--- config.mk ---
export PLATFORM = sky130hd
export DESIGN_NAME = histogram_rms_similarity_score
export DESIGN_NICKNAME = d
export VERILOG_FILES = /design/src/hdl/hrss_pkg.sv /design/src/hdl/hrss_front.sv /design/src/hdl/hrss_job_fifo.sv /design/src/hdl/hrss_back.sv /design/src/hdl/histogram_rms_similarity_score.sv
export SDC_FILE = /design/constraint.sdc
export NUM_CORES = 1
export LEC_CHECK = 0
export BUFFER_PORTS_ARGS = -buffer_cell sky130_fd_sc_hd__buf_2
export CAP_MARGIN = 0
export CELL_PAD_IN_SITES_DETAIL_PLACEMENT = 0
export CELL_PAD_IN_SITES_GLOBAL_PLACEMENT = 1
export CORE_MARGIN = 1.5
export CORE_UTILIZATION = 51
export DETAILED_ROUTE_END_ITERATION = 12
export PLACE_DENSITY_LB_ADDON = 0.12
export SLEW_MARGIN = 0
export SYNTH_ARGS = -nofsm -noshare
export SYNTH_HDL_FRONTEND = slang
export SYNTH_SLANG_ARGS = --single-unit
--- constraint.sdc ---
create_clock -name clk -period 6.5 [get_ports clk]
set_input_delay 0.325 -clock clk [delete_from_list [all_inputs] [get_ports clk]]
set_output_delay 0.325 -clock clk [all_outputs]
set_load 0.02 [all_outputs]
--- src/hdl/hrss_pkg.sv ---
// Shared constants and the result record for the RMS histogram similarity block.
// Used by hrss_front, hrss_back and histogram_rms_similarity_score; depends on nothing.
package hrss_pkg;

	localparam int BIN_W       = 8;
	localparam int SQ_W        = 16;
	localparam int MEAN_W      = 16;
	localparam int ROOT_W      = 16;
	localparam int RAD_W       = 32;
	localparam int SCORE_W     = 15;
	localparam int PROD_W      = 23;   // (255 * 256) * 100 fits in 23 bits
	localparam int RECIP_W     = 24;

	localparam logic [ROOT_W-1:0]   ROOT_MAX     = 16'd65280;  // 255.0 in Q8
	localparam logic [6:0]          SCORE_SCALE  = 7'd100;
	// Divide by 255 as a multiply by ceil(2^31 / 255) and a shift by 31; exact
	// for every dividend below 2^23.
	localparam logic [RECIP_W-1:0]  DIV255_RECIP = 24'd8421505;
	localparam int                  DIV255_SHIFT = 31;
	localparam logic [SCORE_W-1:0]  THRESH_RESET = 15'd17920;  // 70.0 in Q8

	typedef struct packed {
		logic [SCORE_W-1:0] score_q8;
		logic               is_match;
		logic [MEAN_W-1:0]  mean_square;
		logic               too_many_bins;
	} result_t;

endpackage

--- src/hdl/hrss_front.sv ---
// Front end: squares bin differences and accumulates them per histogram pair.
// Emits one job record per pair into the job queue. Uses hrss_pkg.
module hrss_front #(
	parameter int MAX_BINS = 256,
	parameter int SUM_W    = 24,
	parameter int CNT_W    = 9,
	parameter int QDEPTH   = 2,
	parameter int QCNT_W   = 2
) (
	input  logic                          clk,
	input  logic                          arst_n,
	input  logic                          push,
	output logic                          full,
	input  logic [hrss_pkg::BIN_W-1:0]    bin_a,
	input  logic [hrss_pkg::BIN_W-1:0]    bin_b,
	input  logic                          last,
	input  logic [QCNT_W-1:0]             q_count,
	output logic                          job_push,
	output logic [SUM_W+CNT_W:0]          job_data
);

	logic                       valid_s1;
	logic                       last_s1;
	logic [hrss_pkg::SQ_W-1:0]  sq_s1;
	logic [SUM_W-1:0]           sum_q;
	logic [CNT_W-1:0]           cnt_q;
	logic                       ovf_q;

	logic                       accept;
	logic [hrss_pkg::BIN_W-1:0] diff;
	logic                       in_range;
	logic [SUM_W-1:0]           sum_nx;
	logic [CNT_W-1:0]           cnt_nx;
	logic                       ovf_nx;

	// Hold off while a last item in flight could find the queue full.
	assign full = (q_count == QCNT_W'(QDEPTH)) ||
		((q_count == QCNT_W'(QDEPTH - 1)) && valid_s1 && last_s1);
	assign accept = push && !full;
	assign diff = (bin_a >= bin_b) ? (bin_a - bin_b) : (bin_b - bin_a);

	always_ff @(posedge clk or negedge arst_n) begin
		if (!arst_n) begin
			valid_s1 <= 1'b0;
		end else begin
			valid_s1 <= accept;
		end
	end

	always_ff @(posedge clk) begin
		if (accept) begin
			last_s1 <= last;
			sq_s1   <= hrss_pkg::SQ_W'(diff) * hrss_pkg::SQ_W'(diff);
		end
	end

	assign in_range = cnt_q < CNT_W'(MAX_BINS);
	assign sum_nx   = in_range ? (sum_q + SUM_W'(sq_s1)) : sum_q;
	assign cnt_nx   = in_range ? (cnt_q + CNT_W'(1)) : cnt_q;
	assign ovf_nx   = ovf_q || !in_range;

	assign job_push = valid_s1 && last_s1;
	assign job_data = {ovf_nx, cnt_nx, sum_nx};

	always_ff @(posedge clk or negedge arst_n) begin
		if (!arst_n) begin
			sum_q <= '0;
			cnt_q <= '0;
			ovf_q <= 1'b0;
		end else if (valid_s1) begin
			if (last_s1) begin
				sum_q <= '0;
				cnt_q <= '0;
				ovf_q <= 1'b0;
			end else begin
				sum_q <= sum_nx;
				cnt_q <= cnt_nx;
				ovf_q <= ovf_nx;
			end
		end
	end

endmodule

--- src/hdl/hrss_job_fifo.sv ---
// Short register queue of job records between front and back end.
// Self-contained; no package use.
module hrss_job_fifo #(
	parameter int WIDTH  = 34,
	parameter int DEPTH  = 2,
	parameter int CNT_W  = 2
) (
	input  logic             clk,
	input  logic             arst_n,
	input  logic             wr_en,
	input  logic [WIDTH-1:0] wr_data,
	input  logic             rd_en,
	output logic [WIDTH-1:0] rd_data,
	output logic             not_empty,
	output logic [CNT_W-1:0] count
);

	localparam int PTR_W = (DEPTH > 1) ? $clog2(DEPTH) : 1;

	logic [WIDTH-1:0] mem_q [DEPTH];
	logic [PTR_W-1:0] wr_ptr_q;
	logic [PTR_W-1:0] rd_ptr_q;
	logic [CNT_W-1:0] count_q;

	assign rd_data   = mem_q[rd_ptr_q];
	assign not_empty = count_q != '0;
	assign count     = count_q;

	always_ff @(posedge clk) begin
		if (wr_en) begin
			mem_q[wr_ptr_q] <= wr_data;
		end
	end

	always_ff @(posedge clk or negedge arst_n) begin
		if (!arst_n) begin
			wr_ptr_q <= '0;
			rd_ptr_q <= '0;
			count_q  <= '0;
		end else begin
			if (wr_en) begin
				wr_ptr_q <= (wr_ptr_q == PTR_W'(DEPTH - 1)) ? '0 : wr_ptr_q + PTR_W'(1);
			end
			if (rd_en) begin
				rd_ptr_q <= (rd_ptr_q == PTR_W'(DEPTH - 1)) ? '0 : rd_ptr_q + PTR_W'(1);
			end
			case ({wr_en, rd_en})
				2'b10:   count_q <= count_q + CNT_W'(1);
				2'b01:   count_q <= count_q - CNT_W'(1);
				default: count_q <= count_q;
			endcase
		end
	end

endmodule

--- src/hdl/hrss_back.sv ---
// Back end: sequencer with a restoring divider for the mean, a digit-by-digit
// square root and a reciprocal multiply for the score; holds the result. Uses hrss_pkg.
module hrss_back #(
	parameter int SUM_W  = 24,
	parameter int CNT_W  = 9
) (
	input  logic                            clk,
	input  logic                            arst_n,
	input  logic                            job_valid,
	input  logic [SUM_W+CNT_W:0]            job_data,
	output logic                            job_pop,
	input  logic [hrss_pkg::SCORE_W-1:0]    threshold,
	input  logic                            pop,
	output logic                            empty,
	output hrss_pkg::result_t               result
);

	localparam int DEND_W  = (SUM_W > hrss_pkg::PROD_W) ? SUM_W : hrss_pkg::PROD_W;
	localparam int DSOR_W  = CNT_W;
	localparam int IT_W    = $clog2(DEND_W);
	localparam int SREM_W  = hrss_pkg::ROOT_W + 2;
	localparam int SPROD_W = hrss_pkg::PROD_W + hrss_pkg::RECIP_W;

	localparam logic [2:0] ST_IDLE      = 3'd0;
	localparam logic [2:0] ST_DIV_MEAN  = 3'd1;
	localparam logic [2:0] ST_SQRT      = 3'd2;
	localparam logic [2:0] ST_MUL       = 3'd3;
	localparam logic [2:0] ST_OUT       = 3'd4;

	logic [2:0]                       state_q;
	logic [IT_W-1:0]                  it_q;
	logic [DSOR_W-1:0]                rem_q;
	logic [DEND_W-1:0]                quo_q;
	logic [DSOR_W-1:0]                dsor_q;
	logic                             zero_cnt_q;
	logic                             ovf_q;
	logic [hrss_pkg::MEAN_W-1:0]      mean_q;
	logic [hrss_pkg::RAD_W-1:0]       rad_q;
	logic [SREM_W-1:0]                srem_q;
	logic [hrss_pkg::ROOT_W-1:0]      root_q;
	hrss_pkg::result_t                res_q;
	logic                             out_valid_q;

	logic [SUM_W-1:0]                 job_sum;
	logic [CNT_W-1:0]                 job_cnt;
	logic                             job_ovf;
	logic [DSOR_W:0]                  rem_sh;
	logic                             div_ge;
	logic [DSOR_W-1:0]                rem_nx;
	logic [DEND_W-1:0]                quo_nx;
	logic                             div_done;
	logic [SREM_W+1:0]                srem_sh;
	logic [SREM_W+1:0]                trial;
	logic                             sq_ge;
	logic [hrss_pkg::ROOT_W-1:0]      root_cl;
	logic [hrss_pkg::PROD_W-1:0]      prod;
	logic [SPROD_W-1:0]               score_prod;
	logic [hrss_pkg::MEAN_W-1:0]      mean_nx;
	logic [hrss_pkg::SCORE_W-1:0]     score;

	assign {job_ovf, job_cnt, job_sum} = job_data;
	assign job_pop = (state_q == ST_IDLE) && job_valid;

	// Restoring divide, one quotient bit per cycle.
	assign rem_sh   = {rem_q, quo_q[DEND_W-1]};
	assign div_ge   = rem_sh >= {1'b0, dsor_q};
	assign rem_nx   = div_ge ? DSOR_W'(rem_sh - {1'b0, dsor_q}) : DSOR_W'(rem_sh);
	assign quo_nx   = {quo_q[DEND_W-2:0], div_ge};
	assign div_done = it_q == IT_W'(DEND_W - 1);
	assign mean_nx  = zero_cnt_q ? '0 : quo_nx[hrss_pkg::MEAN_W-1:0];

	// Square root, one result bit per cycle.
	assign srem_sh = {srem_q, rad_q[hrss_pkg::RAD_W-1 -: 2]};
	assign trial   = {2'b00, root_q, 2'b01};
	assign sq_ge   = srem_sh >= trial;

	assign root_cl = (root_q > hrss_pkg::ROOT_MAX) ? hrss_pkg::ROOT_MAX : root_q;
	assign prod    = hrss_pkg::PROD_W'(hrss_pkg::ROOT_MAX - root_cl) *
		hrss_pkg::PROD_W'(hrss_pkg::SCORE_SCALE);

	// Scaled distance sits in quo_q after ST_MUL; divide by 255 through the reciprocal.
	assign score_prod = SPROD_W'(quo_q[hrss_pkg::PROD_W-1:0]) *
		SPROD_W'(hrss_pkg::DIV255_RECIP);
	assign score      = score_prod[hrss_pkg::DIV255_SHIFT +: hrss_pkg::SCORE_W];

	always_ff @(posedge clk or negedge arst_n) begin
		if (!arst_n) begin
			state_q     <= ST_IDLE;
			it_q        <= '0;
			out_valid_q <= 1'b0;
		end else begin
			if (pop && out_valid_q) begin
				out_valid_q <= 1'b0;
			end
			unique case (state_q)
				ST_IDLE: begin
					if (job_valid) begin
						it_q    <= '0;
						state_q <= ST_DIV_MEAN;
					end
				end
				ST_DIV_MEAN: begin
					if (div_done) begin
						it_q    <= '0;
						state_q <= ST_SQRT;
					end else begin
						it_q <= it_q + IT_W'(1);
					end
				end
				ST_SQRT: begin
					it_q <= it_q + IT_W'(1);
					if (it_q == IT_W'(hrss_pkg::ROOT_W - 1)) begin
						state_q <= ST_MUL;
					end
				end
				ST_MUL: begin
					it_q    <= '0;
					state_q <= ST_OUT;
				end
				ST_OUT: begin
					if (!out_valid_q) begin
						out_valid_q <= 1'b1;
						state_q     <= ST_IDLE;
					end
				end
				default: state_q <= ST_IDLE;
			endcase
		end
	end

	always_ff @(posedge clk) begin
		case (state_q)
			ST_IDLE: begin
				quo_q      <= DEND_W'(job_sum);
				rem_q      <= '0;
				dsor_q     <= DSOR_W'(job_cnt);
				zero_cnt_q <= job_cnt == '0;
				ovf_q      <= job_ovf;
			end
			ST_DIV_MEAN: begin
				rem_q <= rem_nx;
				quo_q <= quo_nx;
				if (div_done) begin
					mean_q <= mean_nx;
					rad_q  <= {mean_nx, {(hrss_pkg::RAD_W - hrss_pkg::MEAN_W){1'b0}}};
					srem_q <= '0;
					root_q <= '0;
				end
			end
			ST_SQRT: begin
				srem_q <= sq_ge ? SREM_W'(srem_sh - trial) : SREM_W'(srem_sh);
				root_q <= {root_q[hrss_pkg::ROOT_W-2:0], sq_ge};
				rad_q  <= {rad_q[hrss_pkg::RAD_W-3:0], 2'b00};
			end
			ST_MUL: begin
				quo_q <= DEND_W'(prod);
			end
			ST_OUT: begin
				if (!out_valid_q) begin
					res_q.score_q8      <= score;
					res_q.is_match      <= score >= threshold;
					res_q.mean_square   <= mean_q;
					res_q.too_many_bins <= ovf_q;
				end
			end
			default: ;
		endcase
	end

	assign empty  = !out_valid_q;
	assign result = res_q;

endmodule

--- src/hdl/histogram_rms_similarity_score.sv ---
// RMS histogram distance similarity: top level tying front end, job queue and
// back end together. Depends on hrss_pkg, hrss_front, hrss_job_fifo, hrss_back.
//
// Usage:
//   Input queue: drive bin_a, bin_b and last with push; a request is taken on a
//   clock edge with push high and full low. One bin pair can be taken every
//   cycle while full is low. The pair with last high closes a histogram pair.
//   Result queue: one result per histogram pair, shown while empty is low and
//   removed on an edge with pop high. Pairs without last give no result.
//   Config: cfg_data is written to the match threshold when cfg_valid is high;
//   cfg_ready is always high. Write it only while the block is idle.
//   Flow: a closing request enters the job queue on the edge after it is
//   taken, and the back end picks it up once it is idle. The back end then
//   runs the DEND_W-bit mean divide one bit per cycle (DEND_W = max(sum width,
//   23), 24 at the default MAX_BINS), the square root, one step to scale by 100
//   and one to form and register the score. It takes one job at a time and
//   accepts a new job only after returning to idle. Histograms that close
//   faster than the back end finishes them stall the input through full
//   once the two-entry job queue fills.
//   Stall: while a result waits, the back end computes its next job and holds
//   it, and the queue fills; full then holds off every pair, not only closing ones.
//   Reset: clears sums, counts, queue and the result valid flag, threshold returns to 70.0.
module histogram_rms_similarity_score #(
	parameter int MAX_BINS = 256
) (
	input  logic                            clk,
	input  logic                            arst_n,
	input  logic                            push,
	output logic                            full,
	input  logic [hrss_pkg::BIN_W-1:0]      bin_a,
	input  logic [hrss_pkg::BIN_W-1:0]      bin_b,
	input  logic                            last,
	output logic                            empty,
	input  logic                            pop,
	output logic [hrss_pkg::SCORE_W-1:0]    score_q8,
	output logic                            is_match,
	output logic [hrss_pkg::MEAN_W-1:0]     mean_square,
	output logic                            too_many_bins,
	input  logic                            cfg_valid,
	output logic                            cfg_ready,
	input  logic [hrss_pkg::SCORE_W-1:0]    cfg_data
);

	// Sum of squares needs room for MAX_BINS times 255 squared.
	localparam int SUM_W  = $clog2(MAX_BINS * 65025 + 1);
	localparam int CNT_W  = $clog2(MAX_BINS + 1);
	localparam int JOB_W  = SUM_W + CNT_W + 1;
	localparam int QDEPTH = 2;
	localparam int QCNT_W = $clog2(QDEPTH + 1);

	logic [hrss_pkg::SCORE_W-1:0] threshold_q;
	logic                         job_push;
	logic [JOB_W-1:0]             job_wdata;
	logic [JOB_W-1:0]             job_rdata;
	logic                         job_valid;
	logic                         job_pop;
	logic [QCNT_W-1:0]            q_count;
	hrss_pkg::result_t            result;

	// Threshold register: always ready, update on a valid request.
	assign cfg_ready = 1'b1;

	always_ff @(posedge clk or negedge arst_n) begin
		if (!arst_n) begin
			threshold_q <= hrss_pkg::THRESH_RESET;
		end else if (cfg_valid) begin
			threshold_q <= cfg_data;
		end
	end

	// Front end: square, accumulate, close a pair into a job record.
	hrss_front #(
		.MAX_BINS (MAX_BINS),
		.SUM_W    (SUM_W),
		.CNT_W    (CNT_W),
		.QDEPTH   (QDEPTH),
		.QCNT_W   (QCNT_W)
	) u_front (
		.clk      (clk),
		.arst_n   (arst_n),
		.push     (push),
		.full     (full),
		.bin_a    (bin_a),
		.bin_b    (bin_b),
		.last     (last),
		.q_count  (q_count),
		.job_push (job_push),
		.job_data (job_wdata)
	);

	// Job queue decouples accumulation from the long divide and root.
	hrss_job_fifo #(
		.WIDTH (JOB_W),
		.DEPTH (QDEPTH),
		.CNT_W (QCNT_W)
	) u_job_fifo (
		.clk       (clk),
		.arst_n    (arst_n),
		.wr_en     (job_push),
		.wr_data   (job_wdata),
		.rd_en     (job_pop),
		.rd_data   (job_rdata),
		.not_empty (job_valid),
		.count     (q_count)
	);

	// Back end: mean, root, score, and the output register.
	hrss_back #(
		.SUM_W (SUM_W),
		.CNT_W (CNT_W)
	) u_back (
		.clk       (clk),
		.arst_n    (arst_n),
		.job_valid (job_valid),
		.job_data  (job_rdata),
		.job_pop   (job_pop),
		.threshold (threshold_q),
		.pop       (pop),
		.empty     (empty),
		.result    (result)
	);

	assign score_q8      = result.score_q8;
	assign is_match      = result.is_match;
	assign mean_square   = result.mean_square;
	assign too_many_bins = result.too_many_bins;

endmodule
==> results of run 1 <==
## stage by stage
step                      instances  setup WS, ns   util
final                          2680         0.257  0.591
after global routing           2680       0.00571  0.591
after CTS                      2678         0.114  0.589
after detailed placement       2601        -0.445  0.557
after global placement         2601        -0.332  0.557
after floorplan                1987        -0.201      -
## synth_stat cells, drive strengths merged (12+ instances only)
cell / count
a211oi: 21
clkbuf: 51
a22o: 16
nand2: 152
a21o: 35
or2: 12
nand3: 42
nor2: 156
nor2b: 40
nor3: 40
mux2i: 34
xnor2: 71
nand4: 13
dfrtp: 60
ha: 281
mux2: 21
xor2: 27
a21oi: 102
o21a: 18
o21ai: 93
fa: 59
edfxtp: 227
o21bai: 12
inv: 234
## registers in the layout, indices dropped and copies added, names as in the netlist, 2 cells and up
register	count
u_job_fifo.mem_q	68
u_front.cnt_q	9
u_job_fifo.count	2
u_front.sq_s1	15
threshold_q	15
u_back.dsor_q	9
u_back.quo_q	24
u_back.rad_q	16
u_back.root_q	16
u_back.rem_q	9
u_back.state_q	3
u_front.sum_q	24
u_back.result	33
u_back.srem_q	18
u_back.it_q	5
u_back.mean_q	16
## final cells by class
type / instances / area [sq um]
clock buffer: 44 / 961
clock inverter: 20 / 180
fill: 3411 / 16300
inverter: 235 / 895
multi-input combinational: 1404 / 11400
sequential: 290 / 8400
tap: 525 / 657
timing repair buffer: 162 / 1070
## critical path: stages
cell and delay (ns):
buf_2 0.15, inv_12 0.06, ha_4 0.11, inv_2 0.04, fa_2 0.41, a21oi_2 0.14
o211ai_1 0.14, a221oi_4 0.30, mux2_4 0.34, a222oi_1 0.23, o21ai_1 0.14, xnor2_2 0.17
inv_2 0.11, nand2_2 0.08, fa_1 0.50, inv_2 0.04, fa_2 0.56, inv_2 0.03
fa_1 0.44, fa_1 0.51, inv_2 0.05, ha_4 0.21, o21a_1 0.12, o311a_1 0.36
o21a_1 0.20, o21a_1 0.20, o41a_1 0.37, xor3_1 0.17
## cell families after synthesis
logic type | Yosys count | synth area share
XOR/XNOR | 99 | 0.0427
flip-flops | 290 | 0.407
multiplexers | 55 | 0.0279
AO/OA/AOI/OAI | 394 | 0.127
adder cells (fa/ha/maj) | 340 | 0.228
buffers and inverters | 293 | 0.0535
AND/OR/NAND/NOR | 513 | 0.114
other | 2 | 0.000364
## worst max-delay path by stage
stage | start | end | cells after the start
after floorplan | bin_a[0] | u_front.sq_s1[15] | 27
after global placement | bin_a[0] | u_front.sq_s1[15] | 29
after detailed placement | bin_a[0] | u_front.sq_s1[15] | 29
after CTS | bin_a[0] | u_front.sq_s1[15] | 29
after global routing | bin_a[0] | u_front.sq_s1[15] | 28
final | bin_a[0] | u_front.sq_s1[15] | 28
## placed cells by master (no fill, tap or decap), types with 16 or more instances in the layout
cell type	n
a211oi_1	20
a21o_1	34
a21oi_1	100
a22o_1	16
buf_2	71
buf_4	77
clkbuf_16	36
dfrtp_1	60
edfxtp_1	227
fa_1	56
ha_1	276
inv_1	223
mux2_2	20
mux2i_1	31
nand2_1	149
nand3_1	42
nor2_1	151
nor2b_1	40
nor3_1	39
o21a_1	17
o21ai_0	91
xnor2_1	65
xor2_1	27
## repair_timing
action                     4_1_cts  5_1_grt
setup endpoints to repair        0        1
hold buffers                    13        0
buffers inserted                 0        2
hold endpoints to repair        24        0
resized for setup                0       11
## per-layer routing
metal  global-route usage  vias up
met2                0.379      228
li1                     -     7305
met3               0.0343       50
met5                    0        -
met4               0.0499        0
met1                0.291     7054
==> reports/metrics.csv, run 1 <==
stage,metric,value,unit
logic_synthesis,sequential-to-total area share from yosys stat,0.407,
cts,later-pin clock latency in the skew report,0.55,ns
route,Met3 Wirelength,1650,um
logic_synthesis,Post-Syn Instances,1986,
timing,Final Max Slew Viols,0,
outcome,outcome,"finished, final reports clean",
logic_synthesis,number of flops mapped to enable cells by yosys,227,
logic_synthesis,Yosys cell types,79,
critical_path,Critical Path AT,6.52,ns
logic_synthesis,top cell type by total area after synthesis,edfxtp_1,
logic_synthesis,Ys Warns,0,
route,top sig layer,met4,
route,drt pass-1 iters,5,
route,post-DR wirelength/cell,16.5,um
route,Iter 0 DRT Violations,688,
route,antenna-violating nets left,0,
cts,CTS Buf Count,35,
logic_synthesis,area share of the largest cell type after synthesis,0.330,
timing,post-layout min period,6.24,ns
logic_synthesis,mapped cell area,20600,sq um
timing,setup TNS,0,ns
logic_synthesis,"Top FF cell, synth",edfxtp_1,
critical_path,FF-to-FF setup slack,0.45,ns
logic_synthesis,synthesized flop and latch total,290,
die,Die W,204,um
cts,TritonCTS clock tree,built,
timing,RSZ-0062 raised after global routing,false,
critical_path,"Data required, critical path",6.78,ns
die,Die Y,204,um
placed_design,Post-DP HPWL,33400,um
timing,crit share post-route,0.961,
logic_synthesis,Synth async-reset ratio,0.217,
route,drc violations,0,
timing,Final Hold Slack,0.0241,ns
placed_design,area of placed instances,22200,sq um
timing,Finish-stage setup viols,0,
die,Initial Util,0.518,
critical_path,Worst Setup End Kind,register,
timing,measured slew at the worst slew-check pin,1.09,ns
global_route,grt ovf,0,
die,# rows,73,
min_path,end of the worst hold path,threshold_q[14],
critical_path,R2R Path Start,u_back.quo_q[22],
cts,clock sink count,290,
cts,root buf cell,clkbuf_16,
timing,clk_skew,0.0167,ns
min_path,Worst Hold Class,input port to register,
min_path,hold wc startpoint,cfg_data[14],
cts,maximum root-to-sink buffer count,3,
die,die area,41700,sq um
placed_design,Placer Congestion,0.824,
critical_path,RR Endpoint,u_back.result[17],
cts,"CTS clk-pin slew, worst paths",0.06,ns
logic_synthesis,top post-synthesis cells by area,"edfxtp_1, ha_1, dfrtp_1, fa_1, inv_1",
cts,H-tree depth,2,
route,via count,14600,
die,core area,39800,sq um
global_route,initial antenna violation count,0,
cells_and_area,final net count,2505,
die,IO Pins,73,
route,drt via density,5.46,
critical_path,crit-path max FO,4,
route,final WL,44100,um
global_route,first-pass GRT wire length,73700,um
cells_and_area,ratio of cells with drive above 1 in the final layout,0.135,
route,routed wl met2,21200,um
global_route,All-Layer GR Usage,0.220,
timing,Rel. slew slack,0.272,
cells_and_area,area grow syn2layout,13.9,%
global_route,vias in the first global route,14800,
critical_path,Setup CP Type,input port to register,
cells_and_area,Antenna diodes,0,
critical_path,CP Launch Type,input port,
job,max_cap viols,0,
cells_and_area,fin area,23500,sq um
logic_synthesis,syn avg cell area,10.4,sq um
min_path,hold path depth,3,
timing,fmax,160,MHz
route,wl on met1,20600,um
global_route,largest net degree at the start of global routing,51,
timing,final hold vios,0,
placed_design,# port buffers,71,
critical_path,R2R cell count,23,
Power of run 1 is left out: the tool's default activity adds up to more than one toggle a clock period on the data nets, which glitch-free logic cannot reach.
==> run 2: changes to the inputs <==
- RECOVER_POWER: not set -> 100
==> run 2 against run 1 <==
Effect of this change:
- the flow now finishes with violations (capacitance limit, slew limit)
- core utilization shrank 0.28 points
- non-clock buffer count unchanged
- hold slack got worse by 0.0049 ns
- sequential cell count unchanged
- global-route usage is the same
- cell area shrank 0.48%
- register-to-register slack about the same
- critical endpoint unchanged
==> reports/metrics.csv, run 2 (synthesis results as in run 1) <==
stage,metric,value,unit
critical_path,RR Endpoint,u_back.result[17],
die,core area,39800,sq um
timing,final setup margin,0.258,ns
cells_and_area,Largest register FFs,68,
global_route,All-Layer GR Usage,0.220,
timing,Finish-stage setup viols,0,
cts,TritonCTS clock tree,built,
die,Initial Util,0.518,
route,Iter 0 DRT Violations,718,
cts,later-pin clock latency in the skew report,0.55,ns
placed_design,dpl cells,2601,
global_route,grt peak-use layer,met2,
route,final WL,44100,um
die,Die Y,204,um
min_path,end of the worst hold path,threshold_q[14],
global_route,met2 Resource Use GR,0.379,
timing,RSZ-0062 raised after global routing,false,
cells_and_area,fillcell total,3448,
timing,fmax,160,MHz
global_route,first-pass GRT wire length,73700,um
critical_path,"slowest stage cell, crit path",fa_2,
global_route,initial antenna violation count,0,
critical_path,CP Launch Type,input port,
route,drt via density,5.47,
die,IO Pins,73,
placed_design,Post-Place Setup Slack,-0.445,ns
die,Die W,204,um
placed_design,# port buffers,71,
critical_path,crit-path max FO,4,
cts,clock sink count,290,
critical_path,"Data required, critical path",6.78,ns
critical_path,R2R Path Start,u_back.quo_q[22],
cells_and_area,Antenna diodes,0,
die,die area,41700,sq um
global_route,vias in the first global route,14800,
critical_path,CP most frequent cell,inv_2,
cells_and_area,Largest Register,u_job_fifo.mem_q,
cells_and_area,final net count,2505,
min_path,Worst Hold Class,input port to register,
route,antenna-violating nets left,0,
timing,post-layout min period,6.24,ns
critical_path,Critical Path AT,6.52,ns
cts,maximum root-to-sink buffer count,3,
outcome,outcome,"complete, but fails checks",
route,drc violations,0,
critical_path,Crit path max-delay family,adder cells,
timing,measured slew at the worst slew-check pin,3.11,ns
cells_and_area,area grow syn2layout,13.4,%
cts,CTS Buf Count,35,
timing,clk_skew,0.0167,ns
global_route,M1 GR Usage,0.291,
route,post-DR wirelength/cell,16.5,um
critical_path,max incr delay on CP,0.56,ns
timing,setup TNS,0,ns
job,max_cap viols,8,
critical_path,Worst Setup SP,bin_a[0],
min_path,hold wc startpoint,cfg_data[14],
route,drt pass-1 iters,5,
cells_and_area,ratio of cells with drive above 1 in the final layout,0.104,
cts,"CTS clk-pin slew, worst paths",0.06,ns
critical_path,FF-to-FF setup slack,0.45,ns
timing,final hold vios,0,
cts,root buf cell,clkbuf_16,
timing,Final Hold Slack,0.0193,ns
route,via count,14600,
placed_design,Post-DP HPWL,33400,um
timing,crit share post-route,0.960,
timing,Rel. slew slack,-1.08,
cts,H-tree depth,2,
global_route,largest net degree at the start of global routing,51,
critical_path,CP bufs+invs,7,
placed_design,Placer Congestion,0.824,
critical_path,Worst Setup End Kind,register,
cells_and_area,most frequent cells in the layout,"ha_1, edfxtp_1, inv_1",
critical_path,Setup CP Type,input port to register,
outcome,violated checks,"capacitance limit, slew limit",
timing,Final Max Slew Viols,321,
critical_path,R2R cell count,23,
global_route,grt ovf,0,
die,# rows,73,
min_path,hold path depth,3,
cells_and_area,"most common cell after layout, fill and taps aside",ha_1,
cells_and_area,fin cells,2680,
global_route,grt met3 use,0.0343,
[run 2: cell types whose count changed in the layout (fill, tap and decap cells not counted), sizes merged]
cell / change
buf: -51
clkbuf: +51
[run 2: worst max path at each step]
stage	end	slack [ns]	cells after the start
6_report	u_front.sq_s1[15]	0.26	28
3_5_place_dp	u_front.sq_s1[15]	-0.45	29
3_3_place_gp	u_front.sq_s1[15]	-0.33	29
4_1_cts	u_front.sq_s1[15]	0.11	29
2_1_floorplan	u_front.sq_s1[15]	-0.20	27
5_1_grt	u_front.sq_s1[15]	0.01	28
[run 2: cell type report]
class                      instances  area, sq um  area share
tap                              525          657      0.0281
multi-input combinational       1404        11300       0.484
inverter                         235          895      0.0382
sequential                       290         8400       0.359
clock inverter                    20          180     0.00770
clock buffer                      44          961      0.0411
timing repair buffer             162          978      0.0418
[run 2: layer usage]
layer | routed length [um] | part of all wire
met5 | 0 | 0
met3 | 1590 | 0.036
met2 | 21300 | 0.48
met1 | 20500 | 0.47
met4 | 710 | 0.016
[run 2: metrics by stage]
step / util / instance area [sq um]
5_1_grt: 0.588 / 23400
6_report: 0.588 / 23400
3_3_place_gp: 0.557 / 22200
2_1_floorplan: - / 20800
3_5_place_dp: 0.557 / 22200
4_1_cts: 0.589 / 23400
[run 2: worst register-to-register path, delay by kind of cell, from the launching register on]
family | cells | cell delay (ns)
adders and majority gates | 7 | 2.47
AOI/OAI and AO/OA | 12 | 2.22
DFF | 1 | 0.56
and+or+nand+nor | 3 | 0.37
xor gates and xnor gates | 1 | 0.19
[run 2: repair_timing]
item                                    4_1_cts  5_1_grt
resized for setup                             0       11
hold buffers                                 13        0
endpoints found under the setup margin        0        1
setup buffers                                 0        2
hold endpoints to repair                     24        0
Power of run 2 is left out for the same reason.
